## src/hdl/wmaa_pkg.sv

```systemverilog
`timescale 1ns / 1ps

package wmaa_pkg;

  // Field widths
  localparam int TICK_W   = 12;
  localparam int SAMPLE_W = 10;
  localparam int CHAN_W   = 3;
  localparam int AVG_W    = 10;
  localparam int SUM_W    = SAMPLE_W + TICK_W;
  localparam int FUNC_W   = 2;
  localparam int CFG_IDX_W = 4;

  // Channel store
  localparam int CHANNELS = 2;
  localparam int CH_IDX_W = (CHANNELS > 1) ? $clog2(CHANNELS) : 1;

  // Divider step counter
  localparam int DIV_CNT_W = $clog2(SUM_W + 1);

  // Default window: starts at 93 percent of a 3000-tick period
  localparam int START_PERCENT = 93;
  localparam int PERIOD_TICKS  = 3000;
  localparam int PERCENT_SCALE = 100;
  localparam int START_RESET   = PERIOD_TICKS * START_PERCENT / PERCENT_SCALE;
  localparam int OUT_MAX       = 1023;

  // Item functions
  localparam logic [FUNC_W-1:0] FUNC_TICK = 2'd0;
  localparam logic [FUNC_W-1:0] FUNC_ONCE = 2'd1;
  localparam logic [FUNC_W-1:0] FUNC_READ = 2'd2;

  // Measurement modes
  localparam logic [1:0] MODE_REQ   = 2'd0;
  localparam logic [1:0] MODE_RUN   = 2'd1;
  localparam logic [1:0] MODE_CYCLE = 2'd2;

  // Configuration register indexes
  localparam logic [CFG_IDX_W-1:0] REG_START = 4'd0;
  localparam logic [CFG_IDX_W-1:0] REG_END   = 4'd1;

  typedef struct packed {
    logic [FUNC_W-1:0]   func;
    logic [SAMPLE_W-1:0] sample;
    logic [CHAN_W-1:0]   channel;
  } in_item_t;

  typedef struct packed {
    logic [CHAN_W-1:0] mux_channel;
    logic              window_done;
    logic              done_was_once;
    logic [CHAN_W-1:0] done_channel;
    logic [AVG_W-1:0]  done_average;
    logic              once_busy;
    logic [AVG_W-1:0]  once_value;
    logic [AVG_W-1:0]  read_value;
  } out_item_t;

  // Saturate a quotient to the output range
  function automatic logic [AVG_W-1:0] clamp_avg(input logic [SUM_W-1:0] v);
    logic [AVG_W-1:0] r;
    if (v > SUM_W'(OUT_MAX)) begin
      r = AVG_W'(OUT_MAX);
    end else begin
      r = v[AVG_W-1:0];
    end
    return r;
  endfunction

endpackage

```

## src/hdl/wmaa_in_if.sv

```systemverilog
`timescale 1ns / 1ps

interface wmaa_in_if import wmaa_pkg::*; ();
  logic     valid;
  logic     ready;
  in_item_t data;

  modport source (output valid, output data, input ready);
  modport sink (input valid, input data, output ready);
endinterface

```

## src/hdl/wmaa_out_if.sv

```systemverilog
`timescale 1ns / 1ps

interface wmaa_out_if import wmaa_pkg::*; ();
  logic      valid;
  logic      ready;
  out_item_t data;

  modport source (output valid, output data, input ready);
  modport sink (input valid, input data, output ready);
endinterface

```

## src/hdl/wmaa_cfg_if.sv

```systemverilog
`timescale 1ns / 1ps

interface wmaa_cfg_if import wmaa_pkg::*; ();
  logic                 valid;
  logic                 ready;
  logic [CFG_IDX_W-1:0] index;
  logic [TICK_W-1:0]    data;

  modport source (output valid, output index, output data, input ready);
  modport sink (input valid, input index, input data, output ready);
endinterface

```

## src/hdl/windowed_mux_adc_averager_unit.sv

```systemverilog
`timescale 1ns / 1ps

// Multiplexed ADC window averager. Each item is a millisecond tick carrying a
// converter sample, a one-shot request for a channel, or a read of a channel's
// stored average; every item gives exactly one result. Ticks, requests and
// reads pass straight to the output register. A tick that closes a
// measurement window is accepted and then starts the bit-serial restoring
// divider that forms sum / count one quotient bit per cycle. A new item is
// accepted while the previous result is being taken. Configuration writes
// (window start and end tick) are always ready and take effect at once.
module windowed_mux_adc_averager_unit import wmaa_pkg::*; (
  input  logic       clk_i,
  input  logic       rst_ni,
  wmaa_cfg_if.sink   cfg_i,
  wmaa_in_if.sink    in_i,
  wmaa_out_if.source out_o
);

  localparam logic ST_IDLE = 1'b0;
  localparam logic ST_DIV  = 1'b1;

  logic                 state_q, state_d;
  logic [TICK_W-1:0]    start_q, start_d;
  logic [TICK_W-1:0]    end_q, end_d;
  logic [TICK_W-1:0]    tick_q, tick_d;
  logic [SUM_W-1:0]     sum_q, sum_d;
  logic [TICK_W-1:0]    cnt_q, cnt_d;
  logic [CHAN_W-1:0]    cur_q, cur_d;
  logic [1:0]           mode_q, mode_d;
  logic [AVG_W-1:0]     avg_q [CHANNELS];
  logic [AVG_W-1:0]     avg_d [CHANNELS];
  logic [AVG_W-1:0]     once_q, once_d;
  logic [SUM_W-1:0]     div_q, div_d;
  logic [TICK_W-1:0]    rem_q, rem_d;
  logic [DIV_CNT_W-1:0] step_q, step_d;
  logic                 pend_once_q, pend_once_d;
  logic [CH_IDX_W-1:0]  pend_idx_q, pend_idx_d;
  logic                 out_valid_q, out_valid_d;
  out_item_t            out_q, out_d;

  logic                 in_fire;
  logic                 end_tick;
  logic [AVG_W-1:0]     rd_val;
  logic [TICK_W:0]      partial;
  logic [TICK_W:0]      diff;
  logic                 q_bit;
  logic [SUM_W-1:0]     quot;
  logic [AVG_W-1:0]     avg_res;
  out_item_t            res;

  assign cfg_i.ready = 1'b1;
  assign in_i.ready  = (state_q == ST_IDLE) && (!out_valid_q || out_o.ready);
  assign in_fire     = in_i.valid && in_i.ready;
  assign out_o.valid = out_valid_q;
  assign out_o.data  = out_q;

  // Divider datapath: one restoring step per cycle
  assign partial = {rem_q, div_q[SUM_W-1]};
  assign diff    = partial - {1'b0, cnt_q};
  assign q_bit   = (partial >= {1'b0, cnt_q});
  assign quot    = {div_q[SUM_W-2:0], q_bit};
  assign avg_res = (cnt_q == '0) ? '0 : clamp_avg(quot);

  // Next-state logic
  always_comb begin
    state_d     = state_q;
    start_d     = start_q;
    end_d       = end_q;
    tick_d      = tick_q;
    sum_d       = sum_q;
    cnt_d       = cnt_q;
    cur_d       = cur_q;
    mode_d      = mode_q;
    avg_d       = avg_q;
    once_d      = once_q;
    div_d       = div_q;
    rem_d       = rem_q;
    step_d      = step_q;
    pend_once_d = pend_once_q;
    pend_idx_d  = pend_idx_q;
    out_valid_d = out_valid_q && !out_o.ready;
    out_d       = out_q;
    end_tick    = 1'b0;
    rd_val      = '0;
    res         = '0;

    // Register writes
    if (cfg_i.valid) begin
      case (cfg_i.index)
        REG_START: start_d = cfg_i.data;
        REG_END:   end_d   = cfg_i.data;
        default:   ;
      endcase
    end

    if (in_fire) begin
      case (in_i.data.func)
        FUNC_TICK: begin
          if (mode_q != MODE_REQ) begin
            if (tick_q == '0) begin
              // period start: clear accumulator, fold channel into range
              sum_d  = '0;
              cnt_d  = '0;
              cur_d  = CHAN_W'(cur_q % CHANNELS);
              tick_d = TICK_W'(1);
            end else if (tick_q >= end_q) begin
              end_tick = 1'b1;
              tick_d   = '0;
              if (mode_q == MODE_RUN) begin
                mode_d = MODE_CYCLE;
              end else begin
                cur_d = cur_q + 1'b1;
              end
            end else begin
              if (tick_q >= start_q) begin
                sum_d = sum_q + SUM_W'(in_i.data.sample);
                cnt_d = cnt_q + 1'b1;
              end
              tick_d = tick_q + 1'b1;
            end
          end else begin
            // arming tick of a one-shot
            mode_d = MODE_RUN;
            tick_d = '0;
          end
        end
        FUNC_ONCE: begin
          cur_d  = in_i.data.channel;
          mode_d = MODE_REQ;
        end
        FUNC_READ: begin
          if (32'(in_i.data.channel) < CHANNELS) begin
            rd_val = avg_q[CH_IDX_W'(in_i.data.channel)];
          end
        end
        default: ;
      endcase

      res.mux_channel = cur_d;
      res.once_busy   = (mode_d != MODE_CYCLE);
      res.once_value  = once_q;
      res.read_value  = rd_val;

      if (end_tick) begin
        res.window_done   = 1'b1;
        res.done_was_once = (mode_q == MODE_RUN);
        res.done_channel  = cur_q;
        pend_once_d       = (mode_q == MODE_RUN);
        pend_idx_d        = CH_IDX_W'(cur_q % CHANNELS);
        div_d             = sum_q;
        rem_d             = '0;
        step_d            = '0;
        state_d           = ST_DIV;
      end else begin
        out_valid_d = 1'b1;
      end
      out_d = res;
    end

    // Serial division, result delivered on the last step
    if (state_q == ST_DIV) begin
      rem_d  = q_bit ? diff[TICK_W-1:0] : partial[TICK_W-1:0];
      div_d  = quot;
      step_d = step_q + 1'b1;
      if (step_q == DIV_CNT_W'(SUM_W - 1)) begin
        out_d.done_average = avg_res;
        if (pend_once_q) begin
          once_d           = avg_res;
          out_d.once_value = avg_res;
        end else begin
          avg_d[pend_idx_q] = avg_res;
        end
        out_valid_d = 1'b1;
        state_d     = ST_IDLE;
      end
    end
  end

  // Control and state registers
  always_ff @(posedge clk_i or negedge rst_ni) begin
    if (!rst_ni) begin
      state_q     <= ST_IDLE;
      start_q     <= TICK_W'(START_RESET);
      end_q       <= TICK_W'(PERIOD_TICKS);
      tick_q      <= '0;
      sum_q       <= '0;
      cnt_q       <= '0;
      cur_q       <= '0;
      mode_q      <= MODE_CYCLE;
      avg_q       <= '{default: '0};
      once_q      <= '0;
      step_q      <= '0;
      pend_once_q <= 1'b0;
      pend_idx_q  <= '0;
      out_valid_q <= 1'b0;
    end else begin
      state_q     <= state_d;
      start_q     <= start_d;
      end_q       <= end_d;
      tick_q      <= tick_d;
      sum_q       <= sum_d;
      cnt_q       <= cnt_d;
      cur_q       <= cur_d;
      mode_q      <= mode_d;
      avg_q       <= avg_d;
      once_q      <= once_d;
      step_q      <= step_d;
      pend_once_q <= pend_once_d;
      pend_idx_q  <= pend_idx_d;
      out_valid_q <= out_valid_d;
    end
  end

  // Payload registers
  always_ff @(posedge clk_i) begin
    div_q <= div_d;
    rem_q <= rem_d;
    out_q <= out_d;
  end

endmodule
```

## src/flat_wrapper.sv

```systemverilog
// flat-port wrapper written by rule: the top's interface ports become plain ports
module windowed_mux_adc_averager_unit_flat import wmaa_pkg::*;
  (clk_i, rst_ni, cfg_i_valid, cfg_i_index, cfg_i_data, cfg_i_ready, in_i_valid, in_i_data, in_i_ready, out_o_valid, out_o_data, out_o_ready);
  wmaa_cfg_if cfg_i_i ();
  wmaa_in_if in_i_i ();
  wmaa_out_if out_o_i ();
  input  logic clk_i;
  input  logic rst_ni;
  input wire logic [$bits(cfg_i_i.valid)-1:0] cfg_i_valid;
  input wire logic [$bits(cfg_i_i.index)-1:0] cfg_i_index;
  input wire logic [$bits(cfg_i_i.data)-1:0] cfg_i_data;
  output wire logic [$bits(cfg_i_i.ready)-1:0] cfg_i_ready;
  input wire logic [$bits(in_i_i.valid)-1:0] in_i_valid;
  input wire logic [$bits(in_i_i.data)-1:0] in_i_data;
  output wire logic [$bits(in_i_i.ready)-1:0] in_i_ready;
  output wire logic [$bits(out_o_i.valid)-1:0] out_o_valid;
  output wire logic [$bits(out_o_i.data)-1:0] out_o_data;
  input wire logic [$bits(out_o_i.ready)-1:0] out_o_ready;
  assign cfg_i_i.valid = cfg_i_valid;
  assign cfg_i_i.index = cfg_i_index;
  assign cfg_i_i.data = cfg_i_data;
  assign cfg_i_ready = cfg_i_i.ready;
  assign in_i_i.valid = in_i_valid;
  assign in_i_i.data = in_i_data;
  assign in_i_ready = in_i_i.ready;
  assign out_o_valid = out_o_i.valid;
  assign out_o_data = out_o_i.data;
  assign out_o_i.ready = out_o_ready;
  windowed_mux_adc_averager_unit u_core (.clk_i(clk_i), .rst_ni(rst_ni), .cfg_i(cfg_i_i), .in_i(in_i_i), .out_o(out_o_i));
endmodule
```

## config.mk

```make
export PLATFORM = sky130hd
export DESIGN_NAME = windowed_mux_adc_averager_unit_flat
export DESIGN_NICKNAME = d
export VERILOG_FILES = /design/src/hdl/wmaa_pkg.sv /design/src/hdl/wmaa_in_if.sv /design/src/hdl/wmaa_out_if.sv /design/src/hdl/wmaa_cfg_if.sv /design/src/hdl/windowed_mux_adc_averager_unit.sv /design/src/flat_wrapper.sv
export SDC_FILE = /design/constraint.sdc
export NUM_CORES = 1
export LEC_CHECK = 0
export ABC_AREA = 0
export BUFFER_PORTS_ARGS = -buffer_cell sky130_fd_sc_hd__buf_2
export CORE_MARGIN = 2
export CORE_UTILIZATION = 60
export CTS_CLUSTER_DIAMETER = 200
export CTS_CLUSTER_SIZE = 25
export DETAILED_ROUTE_END_ITERATION = 10
export HOLD_SLACK_MARGIN = 0.1
export MAX_ROUTING_LAYER = met4
export PLACE_DENSITY = 0.87
export SYNTH_ARGS = -nofsm -noshare
export SYNTH_HDL_FRONTEND = slang
export SYNTH_SLANG_ARGS = --single-unit
export TNS_END_PERCENT = 1
```

## constraint.sdc

```tcl
create_clock -name clk_i -period 3.5 [get_ports clk_i]
set_input_delay 0.35 -clock clk_i [delete_from_list [all_inputs] [get_ports clk_i]]
set_output_delay 0.35 -clock clk_i [all_outputs]
set_load 0.005 [all_outputs]
```

# Word level (Yosys, flattened, before mapping)
# Cells that the tools add are included.
dict set report word_totals {
  register_bits 187
  inputBits 36
  out_inout_bits 42
  word_cells 134
}
dict set report classes {
  add_sub_neg 6
  magnitude_cmp 8
  eq_ne 7
  muxes 60
  bitwise_logic 4
  reduce_logical 24
}
# cell count
set op_table {}
lappend op_table {{2-to-1 mux 22 bit} 6}
lappend op_table {{2-to-1 mux 10 bit} 13}
lappend op_table {{2-to-1 mux 12 bit} 10}
lappend op_table {{2-to-1 mux 31 bit} 1}
lappend op_table {{adder 12 x 1 -> 12 bit, second input constant} 2}
lappend op_table {{greater-or-equal comparator 12 bit} 2}
lappend op_table {{logical NOT 12 bit} 2}
lappend op_table {{adder 22 x 10 -> 22 bit} 1}
lappend op_table {{greater-than comparator 22 x 10 -> 1 bit, second input constant} 1}
lappend op_table {{bitwise mux 20 bit} 1}
lappend op_table {{2-to-1 mux 5 bit} 4}
lappend op_table {{greater-or-equal comparator 13 x 12 -> 1 bit} 1}
lappend op_table {{2-to-1 mux 1 bit} 13}
lappend op_table {{2-to-1 mux 3 bit} 4}
lappend op_table {{AND reduction 2 bit} 6}
lappend op_table {{subtractor 12 bit} 1}
lappend op_table {{demux 10 bit (select 1 bit)} 1}
lappend op_table {{2-to-1 mux 2 bit} 5}
lappend op_table {{nonzero test 2 bit} 4}
lappend op_table {{case mux 3 bit (2 select lines)} 1}
lappend op_table {{AND reduction 3 bit} 2}
lappend op_table {{adder 5 x 1 -> 5 bit, second input constant} 1}
lappend op_table {{== test 5 bit, second input constant} 1}
lappend op_table {{AND reduction 5 bit} 1}
lappend op_table {{other kinds (17)} 25}

# Logic depth before layout (Yosys ltp)
dict set report depth {
  ltp_word 12
  mapped_depth 11
}

# Worst setup path before layout
# Ideal clock, no wire load.
dict set report synth_timing {
  kind {register to register}
  startpoint {register u_core.end_q[11]}
  endpoint {register u_core.div_q[0], enable pin}
  arrival_time_ns 2.799
  setup_slack_ns 0.311
  stages_incl_launch_ff 9
  n_path_buf 0
  cell_sequence {dfstp_2 > inv_1 > ha_1 > nand4_1 > or4_1 > o22a_2 > a21oi_4 > a21oi_1 > inv_1}
}
dict set report synth_between {
  elab_chain_len 8
}
# element line_no
set synth_lines {}
lappend synth_lines {{from (decl)} windowed_mux_adc_averager_unit.sv:24} ;# logic [TICK_W-1:0] end_q, end_d;
lappend synth_lines {{from (signal assigned)} windowed_mux_adc_averager_unit.sv:184} ;# end_q <= TICK_W'(PERIOD_TICKS);
lappend synth_lines {{from (signal assigned)} windowed_mux_adc_averager_unit.sv:199} ;# end_q <= end_d;
lappend synth_lines {{greater-or-equal comparator 12 bit} windowed_mux_adc_averager_unit.sv:106} ;# end else if (tick_q >= end_q) begin
lappend synth_lines {{2-to-1 mux 1 bit} windowed_mux_adc_averager_unit.sv:106}
lappend synth_lines {{2-to-1 mux 1 bit} windowed_mux_adc_averager_unit.sv:100} ;# if (tick_q == '0) begin
lappend synth_lines {{2-to-1 mux 1 bit} windowed_mux_adc_averager_unit.sv:99} ;# if (mode_q != MODE_REQ) begin
lappend synth_lines {{2-to-1 mux 1 bit} windowed_mux_adc_averager_unit.sv:97} ;# case (in_i.data.func)
lappend synth_lines {{2-to-1 mux 1 bit} windowed_mux_adc_averager_unit.sv:96} ;# if (in_fire) begin
lappend synth_lines {{nonzero test 2 bit (no line)} n/a}
lappend synth_lines {{AND reduction 2 bit (no line)} n/a}
lappend synth_lines {{to (signal assigned)} windowed_mux_adc_averager_unit.sv:216} ;# div_q <= div_d;
lappend synth_lines {{to (decl)} windowed_mux_adc_averager_unit.sv:33} ;# logic [SUM_W-1:0] div_q, div_d;
# No other way between the ends. The select of a mux whose other input is x is not followed.
# A chain may end at the register's enable or synchronous reset.

# Final worst setup path
dict set report layout_timing {
  startpoint {register u_core.cnt_q[1]}
  endpoint {register u_core.rem_q[10], data pin}
}
dict set report layout_between {
  elab_chain_len 3
  elab_cells_between_ends 4
  classes_between {1 x add/sub; 1 x order compare; 2 x mux}
}
# element line_no
set layout_lines {}
lappend layout_lines {{from (decl)} windowed_mux_adc_averager_unit.sv:27} ;# logic [TICK_W-1:0] cnt_q, cnt_d;
lappend layout_lines {{from (signal assigned)} windowed_mux_adc_averager_unit.sv:202} ;# cnt_q <= cnt_d;
lappend layout_lines {{subtractor 12 bit / greater-or-equal comparator 13 x 12 -> 1 bit (equally long branches)} {windowed_mux_adc_averager_unit.sv:59, windowed_mux_adc_averager_unit.sv:60}}
lappend layout_lines {{2-to-1 mux 12 bit *} windowed_mux_adc_averager_unit.sv:162} ;# rem_d = q_bit ? diff[TICK_W-1:0] : partial[TICK_W-1:0];
lappend layout_lines {{2-to-1 mux 12 bit *} windowed_mux_adc_averager_unit.sv:161} ;# if (state_q == ST_DIV) begin
lappend layout_lines {{to (signal assigned)} windowed_mux_adc_averager_unit.sv:217} ;# rem_q <= rem_d;
lappend layout_lines {{to (decl)} windowed_mux_adc_averager_unit.sv:34} ;# logic [TICK_W-1:0] rem_q, rem_d;
# Mark *: on every way between the ends. The rest lies on a longest branch, timed or not.

==> run_results.csv <==
group,metric,value,unit
detailed_routing,wl,21600,um
clock_tree,clk_pin_slew_worst_paths,0.07,ns
final_layout,post_layout_nonfiller_instances,1295,
setup_path,r2r_slack,0.37,ns
die,floorplan.die_area,17200,sq um
logic_synthesis,synth_flop_cell,"sky130_fd_sc_hd__dfrtp_1",
worst_hold_path,min_path_type,"input pin to flip-flop",
clock_tree,tritoncts,"yes",
die,die_height,131,um
timing,fmaxAchievable,320,MHz
logic_synthesis,netlist-cell-type-count,64,
worst_hold_path,min_delay_path_depth,3,
global_route,largest_net_degree_at_the_start_of_global_routing,50,
place,port-buffer-count,76,
logic_synthesis,avgSynthCellArea,9.81,sq um
clock_tree,clock_tree.htree_level_count,4,
logic_synthesis,synth-edff-count,53,
logic_synthesis,synth_area_leader_cell,"sky130_fd_sc_hd__dfrtp_1",
clock_tree,clock_path_buffers,2,
die,initial_core_util,61.3,%
place,hpwl,15100,um
setup_path,worst_setup_path_start_kind,"flip-flop",
logic_synthesis,yosysWarnings,0,
setup_path,crit_family,"compound AO/OA/AOI/OAI gates",
setup_path,slowest_delay,0.64,ns
die,core_region_area,15800,sq um
place,routabilityCongestion,0.913,
final_layout,area.growth.synth_to_final,12.8,%
pwr,clockPowerShare,34.0,%
setup_path,worst-path-max-fanout,16,
pwr,power.static_leakage,0.00481,uW
pwr,p_sw,1750,uW
pwr,power_density,516,nW/um^2
setup_path,cp.arrival,3.43,ns
pwr,vdd_drop_max,340,uV
setup_path,worstReg2RegStart,"u_core.cnt_q[1]",
logic_synthesis,synth_seq_cells,187,
pwr,p_sw_share,31.0,%
timing,timing.slew.headroom,21.1,%
final_layout,nets,1157,
status,status,"complete, no violations",
die,top_level_ports,78,
logic_synthesis,post_synth_inst_count,989,
logic_synthesis,ys_seq_area_share,50.1,%
logic_synthesis,synth_top_cells_by_area,"sky130_fd_sc_hd__dfrtp_1 (26%), sky130_fd_sc_hd__edfxtp_1 (16%), sky130_fd_sc_hd__o21ai_0 (7.1%), sky130_fd_sc_hd__ha_1 (6.8%), sky130_fd_sc_hd__nand2_1 (5.7%)",
setup_path,crit_path_cell_trace,"inv_1 > ha_1 > nand2b_1 > a31oi_1 > o21ai_1 > a211oi_1 > nor2_1 > buf_4 > or4_1 > nand3_1",
place,post-place-cells,1262,
clock_tree,cts-buffers-inserted,17,
timing,max_slew.worst_pin.slew,1.18,ns
final_layout,antenna_cells,0,
pwr,p_seq_share,45.0,%
clock_tree,cts.repair.resized,0,
detailed_routing,detail-route-antenna-nets,0,
logic_synthesis,netlist_top_cells_count,"sky130_fd_sc_hd__nand2_1 (147), sky130_fd_sc_hd__o21ai_0 (138), sky130_fd_sc_hd__dfrtp_1 (99)",
worst_hold_path,worst_hold_startpoint,"cfg_i_data[4]",
setup_path,critical_path_required,3.80,ns
timing,clock-skew-final,0.0159,ns
detailed_routing,detailedRoute.firstIterationViolations,751,
die,num_rows,46,
global_route,initial_antenna_violation_count,0,
setup_path,setup.worst_path.end_class,"flip-flop",
clock_tree,clock_insertion_delay_worst_skew,0.44,ns
global_route,grt_util_all_layers,26.4,%
clock_tree,cts-root-buf,"sky130_fd_sc_hd__clkbuf_16",
timing,setup_repair_after_global_routing_missed_its_margin,"false",
detailed_routing,dr.pass1.iters,7,
detailed_routing,post-route-drc-count,0,
timing,setup-tns-final,0,ns
pwr,combPwrFrac,21.0,%
timing,whs,0.135,ns
logic_synthesis,yosys.area.top_type_share,25.5,%
setup_path,path_class,"flip-flop to flip-flop",
detailed_routing,dr_total_vias,7735,
global_route,globalRouteOverflowTotal,0,
setup_path,worst_r2r_path_depth,10,
timing,timing_hold_violations_final,0,
setup_path,cp_max_stage_cell,"sky130_fd_sc_hd__a211oi_1",
setup_path,critical_path.reg2reg.endpoint,"u_core.rem_q[10]",
setup_path,cp_num_buf_inv,2,
detailed_routing,route.detailed.vias_per_inst,5.97,
job,max_cap_viol_count,0,
timing,timing.final.crit_period,3.13,ns
logic_synthesis,synth-async-reset-ratio,61.0,%
pwr,power_report.internal_total,3900,uW
logic_synthesis,syn-num-nets,1080,
logic_synthesis,yosysMostFrequentCell,"sky130_fd_sc_hd__nand2_1",
global_route,grt_pass1_vias,7389,
timing,maxSlewViolCount,0,
die,die_w,131,um
detailed_routing,route.detailed.wl_per_inst,16.7,um
timing,post-route-period-util,89.3,%
logic_synthesis,post_synth_instance_area,9700,sq um
worst_hold_path,timing.hold.worst_endpoint,"u_core.start_q[4]",
final_layout,final_layout_size_suffix_gt1_share,17.1,%
clock_tree,cts.sink_count,187,
global_route,grt_first_pass_wirelength,36100,um
timing,setup_viol,0,
## per-layer routing
metal  part of all wire (%)  track usage [%]  vias up
li1                       -                -     3698
met1                     44             35.5     3730
met2                     49             41.9      281
met3                    6.3             4.90       26
met4                    1.2             6.76        0
met5                      0                -        -
## power by group through the flow
| stage | logic [uW] | clock network (uW) | registers, uW |
|---|---|---|---|
| global route | 1320 | 2010 | 2560 |
| finish | 1190 | 1920 | 2550 |
| detailed placement | 1150 | 0 | 2580 |
| global placement | 1110 | 0 | 2580 |
| CTS | 1170 | 1930 | 2540 |
| floorplan | 816 | 0 | 2550 |
## area by class of cell
cell class / count / area [sq um]
Clock buffer: 19 / 433
Tap cell: 216 / 270
Fill cell: 1136 / 4880
Clock inverter: 13 / 151
Multi-Input combinational cell: 716 / 4510
Timing Repair Buffer: 94 / 533
Inverter: 50 / 188
Sequential cell: 187 / 4860
## tightest hold or removal path: stages
cell                      delay, ns
sky130_fd_sc_hd__buf_2         0.08
sky130_fd_sc_hd__nand2_1       0.04
sky130_fd_sc_hd__o21ai_0       0.06
## registers in the layout, indices dropped and copies added (netlist names), 3 cells and up
name / count
u_core.avg_q: 20
u_core.cnt_q: 12
u_core.cur_q: 3
u_core.div_q: 22
u_core.end_q: 12
u_core.once_q: 10
u_core.out_o.data: 39
u_core.rem_q: 12
u_core.start_q: 12
u_core.step_q: 5
u_core.sum_q: 22
u_core.tick_q: 12
## placed cells by master, fill, tap and decap left out, types with 15 or more instances in the layout
| cell type | count |
|---|---|
| sky130_fd_sc_hd__inv_1 | 49 |
| sky130_fd_sc_hd__edfxtp_1 | 53 |
| sky130_fd_sc_hd__nand3_1 | 32 |
| sky130_fd_sc_hd__dfxtp_1 | 20 |
| sky130_fd_sc_hd__nand2b_1 | 15 |
| sky130_fd_sc_hd__dfrtp_1 | 99 |
| sky130_fd_sc_hd__nand2_1 | 147 |
| sky130_fd_sc_hd__ha_1 | 53 |
| sky130_fd_sc_hd__clkbuf_16 | 17 |
| sky130_fd_sc_hd__dfstp_2 | 15 |
| sky130_fd_sc_hd__o21ai_0 | 138 |
| sky130_fd_sc_hd__o31ai_1 | 17 |
| sky130_fd_sc_hd__a21oi_1 | 34 |
| sky130_fd_sc_hd__mux2_2 | 33 |
| sky130_fd_sc_hd__buf_2 | 75 |
| sky130_fd_sc_hd__buf_4 | 17 |
| sky130_fd_sc_hd__and3_1 | 16 |
| sky130_fd_sc_hd__mux2i_1 | 18 |
| sky130_fd_sc_hd__nor2_1 | 62 |
## per-stage QoR
stage | instance area (sq um) | setup slack (ns) | power (uW) | util, %
after global routing | 10900 | 0.137 | 5900 | 69.1
after global placement | 10300 | 0.488 | 3680 | 65.4
after CTS | 10900 | 0.392 | 5640 | 69.1
after detailed placement | 10300 | 0.430 | 3740 | 65.4
final | 10900 | 0.374 | 5650 | 69.1
after floorplan | 9700 | 0.311 | 3370 | -
## worst max path at each step
stage               slack (ns)        startpoint               end  cells after the start
CTS                       0.39   u_core.cnt_q[1]  u_core.rem_q[10]                     10
global route              0.14   u_core.cnt_q[1]  u_core.rem_q[10]                     10
floorplan                 0.31  u_core.end_q[11]   u_core.div_q[0]                      8
finish                    0.37   u_core.cnt_q[1]  u_core.rem_q[10]                     10
global placement          0.49   u_core.cnt_q[1]  u_core.rem_q[10]                     10
detailed placement        0.43   u_core.cnt_q[1]  u_core.rem_q[10]                     10
## repair_timing
action | 4_1_cts | 5_1_grt
hold buffers | 1 | 0
endpoints found under the hold margin | 39 | 0
buffers inserted | 0 | 0
## kinds of logic (layout without fill, tap and decap cells)
group	Yosys count	count (layout)	synth area share, %
adders and majority gates	55	55	7.25
and+or+nand+nor	341	341	16.4
DFF	187	187	50.1
xor gates and xnor gates	20	20	1.81
other	1	1	0.0387
buffers and inverters	86	176	3.46
AOI/OAI and AO/OA	248	248	15.2
muxes	51	51	5.69
Note: power is estimated with default switching activity, not from simulation.
